===== src/plin_pkg.sv =====
// shared constants and result type for the linear11 converter
package plin_pkg;

    localparam int unsigned WORD_W  = 16;
    localparam int unsigned FLOAT_W = 32;
    localparam int unsigned EXP_W   = 5;
    localparam int unsigned MANT_W  = 11;

    localparam logic KIND_DECODE = 1'b0;
    localparam logic KIND_ENCODE = 1'b1;

    localparam logic [MANT_W-1:0] MANT_POS_MAX = 11'h3FF;
    localparam logic [MANT_W-1:0] MANT_NEG_MAX = 11'h400;

    typedef struct packed {
        logic [FLOAT_W-1:0] decoded_value;
        logic [WORD_W-1:0]  encoded_word;
        logic               range_flag;
    } result_t;

endpackage


===== src/plin_decode.sv =====
// linear11 word to single precision decode
module plin_decode
    import plin_pkg::*;
(
    input  logic [WORD_W-1:0]  word,
    output logic [FLOAT_W-1:0] value
);
    logic signed [EXP_W-1:0]  e;
    logic signed [MANT_W-1:0] m;
    logic [MANT_W-2:0]        mag;
    logic [3:0]               p;
    logic [7:0]               biased;
    logic [22:0]              frac;
    logic [MANT_W-1:0]        negm;

    always_comb begin
        e    = word[15:11];
        m    = word[10:0];
        negm = 11'(-m);
        // magnitude of -1024 is 1024, which needs bit 10
        mag  = m[10] ? negm[9:0] : m[9:0];
        p    = 4'd0;
        for (int i = 1; i <= 10; i++) begin
            if (i == 10) begin
                if (m == 11'sh400) p = 4'd10;
            end else if (mag[i]) begin
                p = 4'(i);
            end
        end
        biased = 8'(8'd127 + {4'd0, p} + {{3{e[4]}}, e});
        frac   = m == 11'sh400 ? 23'd0 : 23'({13'd0, mag} << (5'd23 - {1'b0, p}));
        if (m == 11'sd0) value = '0;
        else value = {m[10], biased, frac};
    end
endmodule


===== src/plin_encode.sv =====
// single precision to linear11 word encode
module plin_encode
    import plin_pkg::*;
(
    input  logic [FLOAT_W-1:0] fbits,
    input  logic [EXP_W-1:0]   code,
    output logic [WORD_W-1:0]  word,
    output logic               flag
);
    logic               neg;
    logic [7:0]         bexp;
    logic [23:0]        sig;
    logic signed [9:0]  sh;
    logic [23:0]        mag;
    logic               sat;
    logic [MANT_W-1:0]  mant;

    always_comb begin
        neg  = fbits[31];
        bexp = fbits[30:23];
        sig  = {1'b1, fbits[22:0]};
        sh   = 10'(signed'({2'b0, bexp}) - 10'sd150 - signed'({{5{code[4]}}, code}));
        mag  = '0;
        sat  = 1'b0;
        flag = 1'b0;
        mant = '0;
        if (bexp == 8'hFF) begin
            flag = 1'b1;
            if (fbits[22:0] != 23'd0) mant = '0;
            else mant = neg ? MANT_NEG_MAX : MANT_POS_MAX;
        end else begin
            if (bexp != 8'd0) begin
                if (sh >= 0) sat = 1'b1;
                else if (sh > -10'sd24) mag = sig >> 5'(-sh);
            end
            if (!sat) sat = neg ? (mag > 24'd1024) : (mag > 24'd1023);
            if (sat) begin
                flag = 1'b1;
                mant = neg ? MANT_NEG_MAX : MANT_POS_MAX;
            end else begin
                mant = neg ? 11'(-mag[10:0]) : mag[10:0];
            end
        end
        word = {code, mant};
    end
endmodule


===== src/pmbus_linear11_float_converter_core.sv =====
// pmbus linear11 / single precision converter top level
// path: each item passes through the input register and then the result register before its result transfer
// throughput: one item per cycle, no stalls beyond output back-pressure
// the two register stages form a pipeline that advances whenever the next stage frees
// reset: synchronous active-low aresetn clears both valid flags; payload is not reset
module pmbus_linear11_float_converter_core
    import plin_pkg::*;
(
    input  logic               aclk,
    input  logic               aresetn,
    input  logic               s_valid,
    output logic               s_ready,
    input  logic               s_kind,
    input  logic [WORD_W-1:0]  s_linear_word,
    input  logic [FLOAT_W-1:0] s_float_value,
    input  logic [EXP_W-1:0]   s_exponent_code,
    output logic               m_valid,
    input  logic               m_ready,
    output logic [FLOAT_W-1:0] m_decoded_value,
    output logic [WORD_W-1:0]  m_encoded_word,
    output logic               m_range_flag
);
    logic               in_valid_reg;
    logic               in_kind_reg;
    logic [WORD_W-1:0]  in_word_reg;
    logic [FLOAT_W-1:0] in_float_reg;
    logic [EXP_W-1:0]   in_code_reg;
    logic               out_valid_reg;
    result_t            out_reg;
    result_t            res_next;
    logic [FLOAT_W-1:0] dec_value;
    logic [WORD_W-1:0]  enc_word;
    logic               enc_flag;
    logic               out_free;
    logic               in_free;

    plin_decode u_dec (.word(in_word_reg), .value(dec_value));
    plin_encode u_enc (.fbits(in_float_reg), .code(in_code_reg),
                       .word(enc_word), .flag(enc_flag));

    assign out_free = !out_valid_reg || m_ready;
    assign in_free  = !in_valid_reg || out_free;
    assign s_ready  = in_free;

    always_comb begin
        res_next = '0;
        if (in_kind_reg == KIND_ENCODE) begin
            res_next.encoded_word = enc_word;
            res_next.range_flag   = enc_flag;
        end else begin
            res_next.decoded_value = dec_value;
        end
    end

    always_ff @(posedge aclk) begin
        if (!aresetn) begin
            in_valid_reg  <= 1'b0;
            out_valid_reg <= 1'b0;
        end else begin
            if (in_free) in_valid_reg <= s_valid;
            if (out_free) out_valid_reg <= in_valid_reg;
        end
        if (in_free && s_valid) begin
            in_kind_reg  <= s_kind;
            in_word_reg  <= s_linear_word;
            in_float_reg <= s_float_value;
            in_code_reg  <= s_exponent_code;
        end
        if (out_free && in_valid_reg) out_reg <= res_next;
    end

    assign m_valid         = out_valid_reg;
    assign m_decoded_value = out_reg.decoded_value;
    assign m_encoded_word  = out_reg.encoded_word;
    assign m_range_flag    = out_reg.range_flag;
endmodule

===== config.mk =====
export PLATFORM = sky130hd
export DESIGN_NAME = pmbus_linear11_float_converter_core
export DESIGN_NICKNAME = d
export VERILOG_FILES = /design/src/plin_pkg.sv /design/src/plin_decode.sv /design/src/plin_encode.sv /design/src/pmbus_linear11_float_converter_core.sv
export SDC_FILE = /design/constraint.sdc
export NUM_CORES = 1
export LEC_CHECK = 0
export ABC_AREA = 1
export BUFFER_PORTS_ARGS = -buffer_cell sky130_fd_sc_hd__buf_2
export CORE_AREA = 2 2 131 107
export CTS_BUF_LIST = sky130_fd_sc_hd__clkbuf_16
export CTS_CLUSTER_SIZE = 12
export DETAILED_ROUTE_END_ITERATION = 6
export DIE_AREA = 0 0 133 109
export MAX_ROUTING_LAYER = met4
export PLACE_DENSITY_LB_ADDON = 0.12
export SYNTH_ARGS = -nofsm -noshare
export SYNTH_HDL_FRONTEND = slang
export SYNTH_SLANG_ARGS = --single-unit
export TNS_END_PERCENT = 50

===== constraint.sdc =====
create_clock -name aclk -period 3.6 [get_ports aclk]
set_input_delay 0.72 -clock aclk [delete_from_list [all_inputs] [get_ports aclk]]
set_output_delay 0.72 -clock aclk [all_outputs]
set_load 0.02 [all_outputs]

-- Word-level counts from Yosys, hierarchy flattened
Index checks and enable logic that the tools add are counted.
- register bits after elaboration: 105
- output and inout port bits: 51
- logic and storage cells: 65
- $add $sub $neg: 8
- $lt $le $gt $ge: 4
- equal/unequal tests: 2
- shift operators: 2
- multiplexer cells: 28
- reductions and logical operators: 11
- operator list (operator ; number):
    24-bit two-way mux ; 4
    11-bit two-way mux ; 5
    24-bit by 10-bit greater-than comparator with 1-bit output, second input constant ; 1
    24-bit by 11-bit greater-than comparator with 1-bit output, second input constant ; 1
    24-bit by 5-bit >> shifter with 24-bit output ; 1
    23-bit nonzero test ; 1
    10-bit by 5-bit left shift with 23-bit output ; 1
    3-bit two-way mux ; 4
    4-bit two-way mux ; 3
    11-bit equality test, second input constant ; 1
    11-bit logical NOT ; 1
    11-bit negation ; 1
    10-bit by 1-bit >= comparator with 1-bit output, second input constant ; 1
    10-bit by 6-bit greater-than comparator with 1-bit output, second input constant ; 1
    10-bit two-way mux ; 1
    10-bit negation ; 1
    9-bit by 5-bit subtractor with 10-bit output ; 1
    1-bit two-way mux ; 9
    8-bit by 8-bit subtractor with 9-bit output, second input constant ; 1
    7-bit by 4-bit adder with 8-bit output, first input constant ; 1
    8-bit adder ; 1
    8-bit equality test, second input constant ; 1
    8-bit nonzero test ; 1
    5-bit negation ; 1
    7 further kinds ; 11

-- Depth between registers and ports, before layout
Gate-level depths: netlist (run 1).
- depth in word-level cells: 14
- mapped depth: 29

-- Cells and area by module
Synthesis (run 1) repeated with hierarchy kept, for this count alone.
- cell total of the unflattened synthesis: 963
- area total of the unflattened synthesis: 7432.1 um^2
- modules (own cells, without submodules) (module ; instances ; cells an instance ; area each (um^2) ; sequential area each (um^2)):
    pmbus_linear11_float_converter_core ; 1 ; 219 ; 3580.9 ; 3133.0
    plin_encode ; 1 ; 522 ; 2603.7 ; 0.0
    plin_decode ; 1 ; 222 ; 1247.4 ; 0.0

-- Worst setup path after synthesis (run 1)
No wires, ideal clock.
- kind: input to register
- from: input m_ready
- to: register out_reg, in the netlist m_decoded_value[0], enable pin
- setup time: 0.472 ns
- data arrival time: 3.158 ns
- setup slack: -0.030 ns
- stages on the path: 2
- buffers on the path: 0
- path through: inv_1 > a21oi_1
- longest elaborated chain between the ends: 2
- RTL lines (element ; RTL line ; text):
    from (decl) ; pmbus_linear11_float_converter_core.sv:18 ; input logic m_ready,
    1-bit logical OR ; pmbus_linear11_float_converter_core.sv:41 ; assign out_free = !out_valid_reg || m_ready;
    1-bit logical AND ; pmbus_linear11_float_converter_core.sv:69 ; if (out_free && in_valid_reg) out_reg <= res_next;
    to (signal assigned) ; pmbus_linear11_float_converter_core.sv:69 ;
    to (decl) ; pmbus_linear11_float_converter_core.sv:29 ; result_t out_reg;
Every way passes these cells.
A chain may end at the register's enable or synchronous reset.

-- Worst setup path after layout (run 1)
- from: register in_code_reg[0]
- to: register out_reg, in the netlist m_encoded_word[0] (data pin)
- longest elaborated chain between the ends: 13
- elaborated cells between the ends (all ways): 21
- those cells by class: add/sub: 3; order compare: 4; shift: 1; mux: 13
- RTL lines (element ; RTL line ; text):
    from (decl) ; pmbus_linear11_float_converter_core.sv:27 ; logic [EXP_W-1:0] in_code_reg;
    from (signal assigned) ; pmbus_linear11_float_converter_core.sv:67 ; in_code_reg <= s_exponent_code;
    9-bit by 5-bit subtractor with 10-bit output (*) ; plin_encode.sv:22 ; sh = 10'(signed'({2'b0, bexp}) - 10'sd150 - signed'({{5{code[4]}}, code}));
    5-bit negation ; plin_encode.sv:34 ; else if (sh > -10'sd24) mag = sig >> 5'(-sh);
    24-bit by 5-bit >> shifter with 24-bit output ; plin_encode.sv:34 ;
    24-bit two-way mux ; plin_encode.sv:34 ;
    24-bit two-way mux ; plin_encode.sv:33 ; if (sh >= 0) sat = 1'b1;
    24-bit two-way mux ; plin_encode.sv:32 ; if (bexp != 8'd0) begin
    24-bit two-way mux ; plin_encode.sv:27 ; if (bexp == 8'hFF) begin
    24-bit by 10-bit greater-than comparator with 1-bit output / 24-bit by 11-bit greater-than comparator with 1-bit output (equally long branches) ; plin_encode.sv:36 ; if (!sat) sat = neg ? (mag > 24'd1024) : (mag > 24'd1023);
    1-bit two-way mux (2 in series) ; plin_encode.sv:36 ;
    1-bit two-way mux ; plin_encode.sv:27 ;
    11-bit two-way mux (*) ; plin_encode.sv:37 ; if (sat) begin
    11-bit two-way mux (*) ; plin_encode.sv:27 ;
Every way passes the cells marked *; elsewhere a longest branch is shown, timed or not. The select of a mux whose other input is x is not followed.

==> results of run 1 <==
where the power goes:
group / switching, mW / total, mW / internal, mW
clock network: 0.477 / 0.967 / 0.490
logic: 1.12 / 1.86 / 0.737
registers: 0.0372 / 1.48 / 1.44
total: 1.63 / 4.30 / 2.67
layout make-up:
| cell class | count | share of cell area [%] |
|---|---|---|
| repair buffers | 170 | 12.62 |
| flip-flops and latches | 105 | 35.54 |
| multi-input cells | 636 | 40.58 |
| inverters | 119 | 5.351 |
| clock buffers | 9 | 2.555 |
| clock inverters | 7 | 0.7949 |
| well taps | 180 | 2.555 |
worst min-delay path by stage:
stage | depth (start not counted) | end | slack, ns
2_1_floorplan | 2 | m_valid | 0.47
3_3_place_gp | 2 | m_encoded_word[14] | 0.51
3_5_place_dp | 2 | in_valid_reg | 0.52
4_1_cts | 1 | in_float_reg[23] | 0.51
5_1_grt | 1 | in_word_reg[8] | 0.52
6_report | 2 | m_valid | 0.52
stage by stage:
step / std cells / utilization, % / hold slack (ns) / worst slack (ns) / area (um2)
final: 1226 / 66.45 / 0.5246 / 0.02647 / 8815
after global routing: 1226 / 66.45 / 0.5152 / -0.1356 / 8815
after CTS: 1203 / 60.98 / 0.5097 / 0.003647 / 8089
after detailed placement: 1185 / 58.20 / 0.5169 / -0.05782 / 7720
after global placement: 1185 / 58.20 / 0.5147 / 0.02137 / 7720
after floorplan: 881 / - / 0.4651 / 0.06806 / 6778
critical path: cells and delay by family, from the launching register on:
family          cells  cell delay [ns]
simple gates       17             1.31
buf+inv             3             0.28
flops               1             0.44
compound gates      1             0.09
fa+ha+maj           4             1.21
cells by family after synthesis:
| group | share of synthesized area [%] |
|---|---|
| buf+inv | 8.577 |
| xor+xnor | 2.084 |
| compound gates | 6.828 |
| flops | 46.59 |
| simple gates | 31.18 |
| fa+ha+maj | 4.688 |
| other cells | 0.05576 |
cells in the final DEF (no fill, tap or decap), types with 4 or more instances in the layout:
cell type	instances
nand2_1	283
buf_2	108
inv_1	103
edfxtp_1	103
nand3_1	64
buf_4	52
nor2_1	43
nand2_2	36
o21ai_0	27
a21oi_1	16
o21ai_1	14
conb_1	14
inv_2	12
ha_1	12
xor2_1	11
nand3_2	11
clkbuf_16	11
a21oi_2	10
o21ai_2	10
nor2_2	9
nand2_4	9
nand4_1	7
ha_4	7
nor4_1	6
nand3b_1	4
nor2_4	4
inv_6	4
timing repair:
action	CTS	global route
endpoints found under the setup margin	11	17
pin swaps	1	56
gates resized for setup	12	145
cloned	1	3
setup buffers	1	20
per-layer routing:
| metal | vias up | GRT usage, % |
|---|---|---|
| met5 | - | - |
| met4 | 0 | 6.682 |
| met3 | 16 | 5.439 |
| met2 | 180 | 31.50 |
| met1 | 2752 | 30.00 |
| li1 | 3157 | - |
==> results.sh, run 1 <==
export IMPL_startpoint="in_code_reg[0]"
export IMPL_r2r_setup_slack_ns=0.03
export IMPL_gp_congestion=0.9588
export IMPL_synthArstFlopShare_pct=0
export IMPL_die_w_um=133
export IMPL_grt_pass1_wl_mm=24.24
export IMPL_cts_tree="yes"
export IMPL_clkTransAtPathRegs_ns=0.08
export IMPL_hold_path_class="register to register"
export IMPL_clock_skew_ns=0.009301
export IMPL_synth_edf_count=103
export IMPL_p_leak_nw=4.221
export IMPL_crit_fanout=8
export IMPL_critical_path_max_stage_delay_ns=0.61
export IMPL_outcome="complete, no violations"
export IMPL_cts_buffers=9
export IMPL_critical_path_class="register to register"
export IMPL_critPathRequiredTime_ns=3.73
export IMPL_synth_cells=868
export IMPL_finalNetCount=1123
export IMPL_r2r_end="m_encoded_word[0]"
export IMPL_cts_htree_levels=3
export IMPL_cts_sinks=105
export IMPL_powerDensity_nw_per_um2=488.2
export IMPL_netlist_area_um2=6725
export IMPL_fin_crit_ns=3.574
export IMPL_regArea_um2=3133
export IMPL_top_signal_layer_used="met4"
export IMPL_met3_wirelength_um=954
export IMPL_max_freq_mhz=279.8
export IMPL_critPathLaunchType="register"
export IMPL_grt_max_degree=55
export IMPL_ys_seq_area_share_pct=46.59
export IMPL_ys_ff_latch=105
export IMPL_max_cap_violations=0
export IMPL_finalMaxSlewViolations=0
export IMPL_crit_arrival_ns=3.70
export IMPL_dr_pass1_iters=5
export IMPL_post_drt_wl_per_cell_um=12.64
export IMPL_met1_length_mm=7.501
export IMPL_synthTopCellsByCount="nand2_1, inv_1, edfxtp_1"
export IMPL_clkLatencyLatePin_ns=0.36
export IMPL_io_pins=109
export IMPL_cts_hold_buf=0
export IMPL_dr_first_iter_drc_count=409
export IMPL_antenna_left=0
export IMPL_nFillCells=1129
export IMPL_multiInputGateArea_um2=3577
export IMPL_met2WireLength_mm=6.806
export IMPL_crit_path_frequent_cell="nand2_2"
export IMPL_routed_wl_mm=15.49
export IMPL_vias=6105
export IMPL_die_area_um2=14500
export IMPL_worstMarginPinSlew_ns=0.8125
export IMPL_grt_usage_pct=21.66
export IMPL_yosysMostFrequentCell="nand2_1"
export IMPL_peakVddDrop_uv=429.4
export IMPL_final_hold_viol_count=0
export IMPL_rsz0062_at_grt="true"
export IMPL_ys_flop_type="edfxtp_1"
export IMPL_rr_worst_depth=25
export IMPL_r2r_start="in_code_reg[0]"
export IMPL_relSlewSlack_pct=45.33
export IMPL_fp_dieH_um=109
export IMPL_start_util_pct=50.70
export IMPL_setup_viol=0
export IMPL_cp_end_kind="register"
export IMPL_cts_root_buf="clkbuf_16"
export IMPL_setup_tns_final_ns=0
export IMPL_drive_gt1_share_pct=30.21
export IMPL_floorplan_core_area_um2=13270
export IMPL_grt_pass1_vias=5369
export IMPL_cp_slowest_cell="fa_2"
export IMPL_netlist_area_leader_share_pct=45.99
export IMPL_grt_overflow_total=0
export IMPL_grt_antenna_before_repair=0
export IMPL_ys_types=41
export IMPL_rows=38
export IMPL_viasPerCell=4.980
export IMPL_post_route_period_util_pct=99.26
export IMPL_dp_hpwl_mm=11.02
export IMPL_clock_path_buffers=2
export IMPL_postSynthAreaPerCell_um2=7.748
export IMPL_cp_endpoint="m_encoded_word[0]"
export IMPL_ys_warn_count=0
export IMPL_antenna_diode_count=0
export IMPL_area_growth_pct=31.07
export IMPL_yosys_area_top_type="edfxtp_1"
export IMPL_synthTopCellsByArea="edfxtp_1, nand2_1, inv_1"
export IMPL_min_delay_start="in_valid_reg"
export IMPL_drcViolationCount=0
export IMPL_portBuffers=108
export IMPL_power_mw=4.304
Power figures use the tool's default switching activity.
==> inputs of run 2 (changes only) <==
--- a/config.mk
+++ b/config.mk
@@ -14,6 +14,7 @@
 export DIE_AREA = 0 0 133 109
 export MAX_ROUTING_LAYER = met4
 export PLACE_DENSITY_LB_ADDON = 0.12
+export SETUP_SLACK_MARGIN = 0.5
 export SYNTH_ARGS = -nofsm -noshare
 export SYNTH_HDL_FRONTEND = slang
 export SYNTH_SLANG_ARGS = --single-unit
==> run 2 against run 1 <==
Effect of this change: cell count rose by 0.24%; critical path type unchanged; worst setup slack improved by 0.015 ns; critical endpoint unchanged; first-iteration DRC count fell by 3.4%; total power fell by 0.54%; sequential cell count did not move.
==> results.sh, run 2 (same netlist as run 1, synthesis figures left out) <==
export IMPL_critPathRequiredTime_ns=3.73
export IMPL_worstMarginPinSlew_ns=0.8746
export IMPL_cts_tree="yes"
export IMPL_min_path_cells=2
export IMPL_nFillCells=1121
export IMPL_viasPerCell=4.962
export IMPL_dr_pass1_iters=5
export IMPL_cts_sinks=105
export IMPL_powerDensity_nw_per_um2=483.0
export IMPL_drcViolationCount=0
export IMPL_power_mw=4.280
export IMPL_grt_usage_pct=21.94
export IMPL_r2r_start="in_code_reg[0]"
export IMPL_final_common_cell="nand2_1"
export IMPL_drive_gt1_share_pct=31.94
export IMPL_post_route_period_util_pct=98.83
export IMPL_max_cap_violations=0
export IMPL_hold_end="m_valid"
export IMPL_cts_root_buf="clkbuf_16"
export IMPL_cts_buffers=9
export IMPL_antenna_left=0
export IMPL_min_delay_start="in_valid_reg"
export IMPL_final_cell_area_um2=8862
export IMPL_final_cell_mix="nand2_1, buf_2, edfxtp_1"
export IMPL_grt_antenna_before_repair=0
export IMPL_r2r_setup_slack_ns=0.04
export IMPL_vias=6098
export IMPL_io_pins=109
export IMPL_cts_htree_levels=3
export IMPL_fin_crit_ns=3.558
export IMPL_final_hold_viol_count=0
export IMPL_die_area_um2=14500
export IMPL_floorplan_core_area_um2=13270
export IMPL_outcome="complete, no violations"
export IMPL_grt_overflow_total=0
export IMPL_rows=38
export IMPL_finalNetCount=1126
export IMPL_max_freq_mhz=281.1
export IMPL_clock_path_buffers=2
export IMPL_start_util_pct=50.70
export IMPL_hold_path_class="register to register"
export IMPL_critPathLaunchType="register"
export IMPL_rsz0062_at_grt="true"
export IMPL_startpoint="in_code_reg[0]"
export IMPL_setup_viol=0
export IMPL_post_drt_wl_per_cell_um=12.79
export IMPL_dr_first_iter_drc_count=395
export IMPL_dp_hpwl_mm=11.02
export IMPL_grt_max_degree=55
export IMPL_gp_congestion=0.9588
export IMPL_clkTransAtPathRegs_ns=0.08
export IMPL_area_growth_pct=31.78
export IMPL_crit_arrival_ns=3.68
export IMPL_p_leak_nw=4.207
export IMPL_grt_pass1_wl_mm=24.56
export IMPL_fp_dieH_um=109
export IMPL_crit_fanout=7
export IMPL_clock_skew_ns=0.009442
export IMPL_placed_area_um2=7720
export IMPL_routed_wl_mm=15.71
export IMPL_grt_pass1_vias=5419
export IMPL_finalMaxSlewViolations=0
export IMPL_critical_path_class="register to register"
export IMPL_relSlewSlack_pct=41.16
export IMPL_cp_end_kind="register"
export IMPL_peakVddDrop_uv=418.3
export IMPL_die_w_um=133
export IMPL_portBuffers=108
export IMPL_rr_worst_depth=24
export IMPL_clkLatencyLatePin_ns=0.36
export IMPL_r2r_end="m_encoded_word[0]"
export IMPL_antenna_diode_count=0
[run 2: cell count changes in the layout (fill, tap and decap cells not counted), moves of 3 or more]
| cell | before | now |
|---|---|---|
| nor2_2 | 9 | 16 |
| ha_1 | 12 | 9 |
| a21oi_1 | 16 | 13 |
| nor2_1 | 43 | 34 |
| nand2_2 | 36 | 33 |
| ha_4 | 7 | 10 |
| inv_1 | 103 | 99 |
| nand2_1 | 283 | 287 |
| a21oi_2 | 10 | 14 |
| inv_2 | 12 | 16 |
| buf_4 | 52 | 56 |
[run 2: worst max-delay path, stage by stage (launching register included)]
cell	delay [ns]
edfxtp_1	0.44
ha_4	0.19
fa_2	0.49
ha_4	0.34
inv_8	0.05
clkbuf_16	0.15
o21ai_0	0.06
o21ai_0	0.10
o21ai_1	0.15
nand2_1	0.07
nand3_1	0.12
nand2_2	0.09
nand2_4	0.09
ha_4	0.15
nand2_4	0.05
nor2_4	0.08
nand3_2	0.09
nand2_2	0.08
nand2_1	0.05
nand2_1	0.07
nand2_2	0.10
nand2_4	0.13
nand2_2	0.06
nand2_1	0.05
inv_1	0.05
[run 2: cell type report]
cell class | instances | area, um2 | area share, %
multi-input cells | 636 | 3623 | 40.89
well taps | 180 | 225.2 | 2.541
flip-flops and latches | 105 | 3133 | 35.35
inverters | 119 | 466.7 | 5.266
clock inverters | 7 | 70.07 | 0.7906
clock buffers | 9 | 225.2 | 2.541
repair buffers | 173 | 1119 | 12.62
[run 2: per-layer routing]
metal  global-route usage, %  wire (um)  up-vias
met4                   6.298        250        0
li1                        -          -     3164
met1                   30.48       7573     2741
met2                   32.24       6962      173
met5                       -          0        -
met3                   5.253        926       20
[run 2: worst max path at each step]
stage / endpoint / slack (ns) / depth (start not counted)
floorplan: m_encoded_word[0] / 0.07 / 27
CTS: m_encoded_word[0] / 0.04 / 24
global route: m_encoded_word[0] / -0.14 / 28
finish: m_encoded_word[0] / 0.04 / 24
detailed placement: m_encoded_word[0] / -0.06 / 21
global placement: m_encoded_word[8] / 0.02 / 24
[run 2: power breakdown]
group	switching [mW]	internal (mW)	leakage, nW
Clock	0.477	0.490	0.142
Sequential	0.0366	1.44	1.02
Combinational	1.12	0.718	3.05
Total	1.63	2.65	4.21
[run 2: timing repair]
item                       CTS  global route
resized for setup           31           138
cloned                       2             2
hold buffers                 0             0
setup endpoints to repair   18            28
buffers inserted             6            18
pin swaps                   15            61
[run 2: through the flow]
stage               TNS, ns  util, %  setup slack (ns)  cells  hold WS, ns
CTS                       0    61.76           0.03952   1209       0.5097
detailed placement  -0.2700    58.20          -0.05782   1185       0.5169
finish                    0    66.81           0.04195   1229       0.5248
floorplan                 0        -           0.06806    881       0.4651
global route         -1.102    66.81           -0.1413   1229       0.5148
global placement          0    58.20           0.02137   1185       0.5147
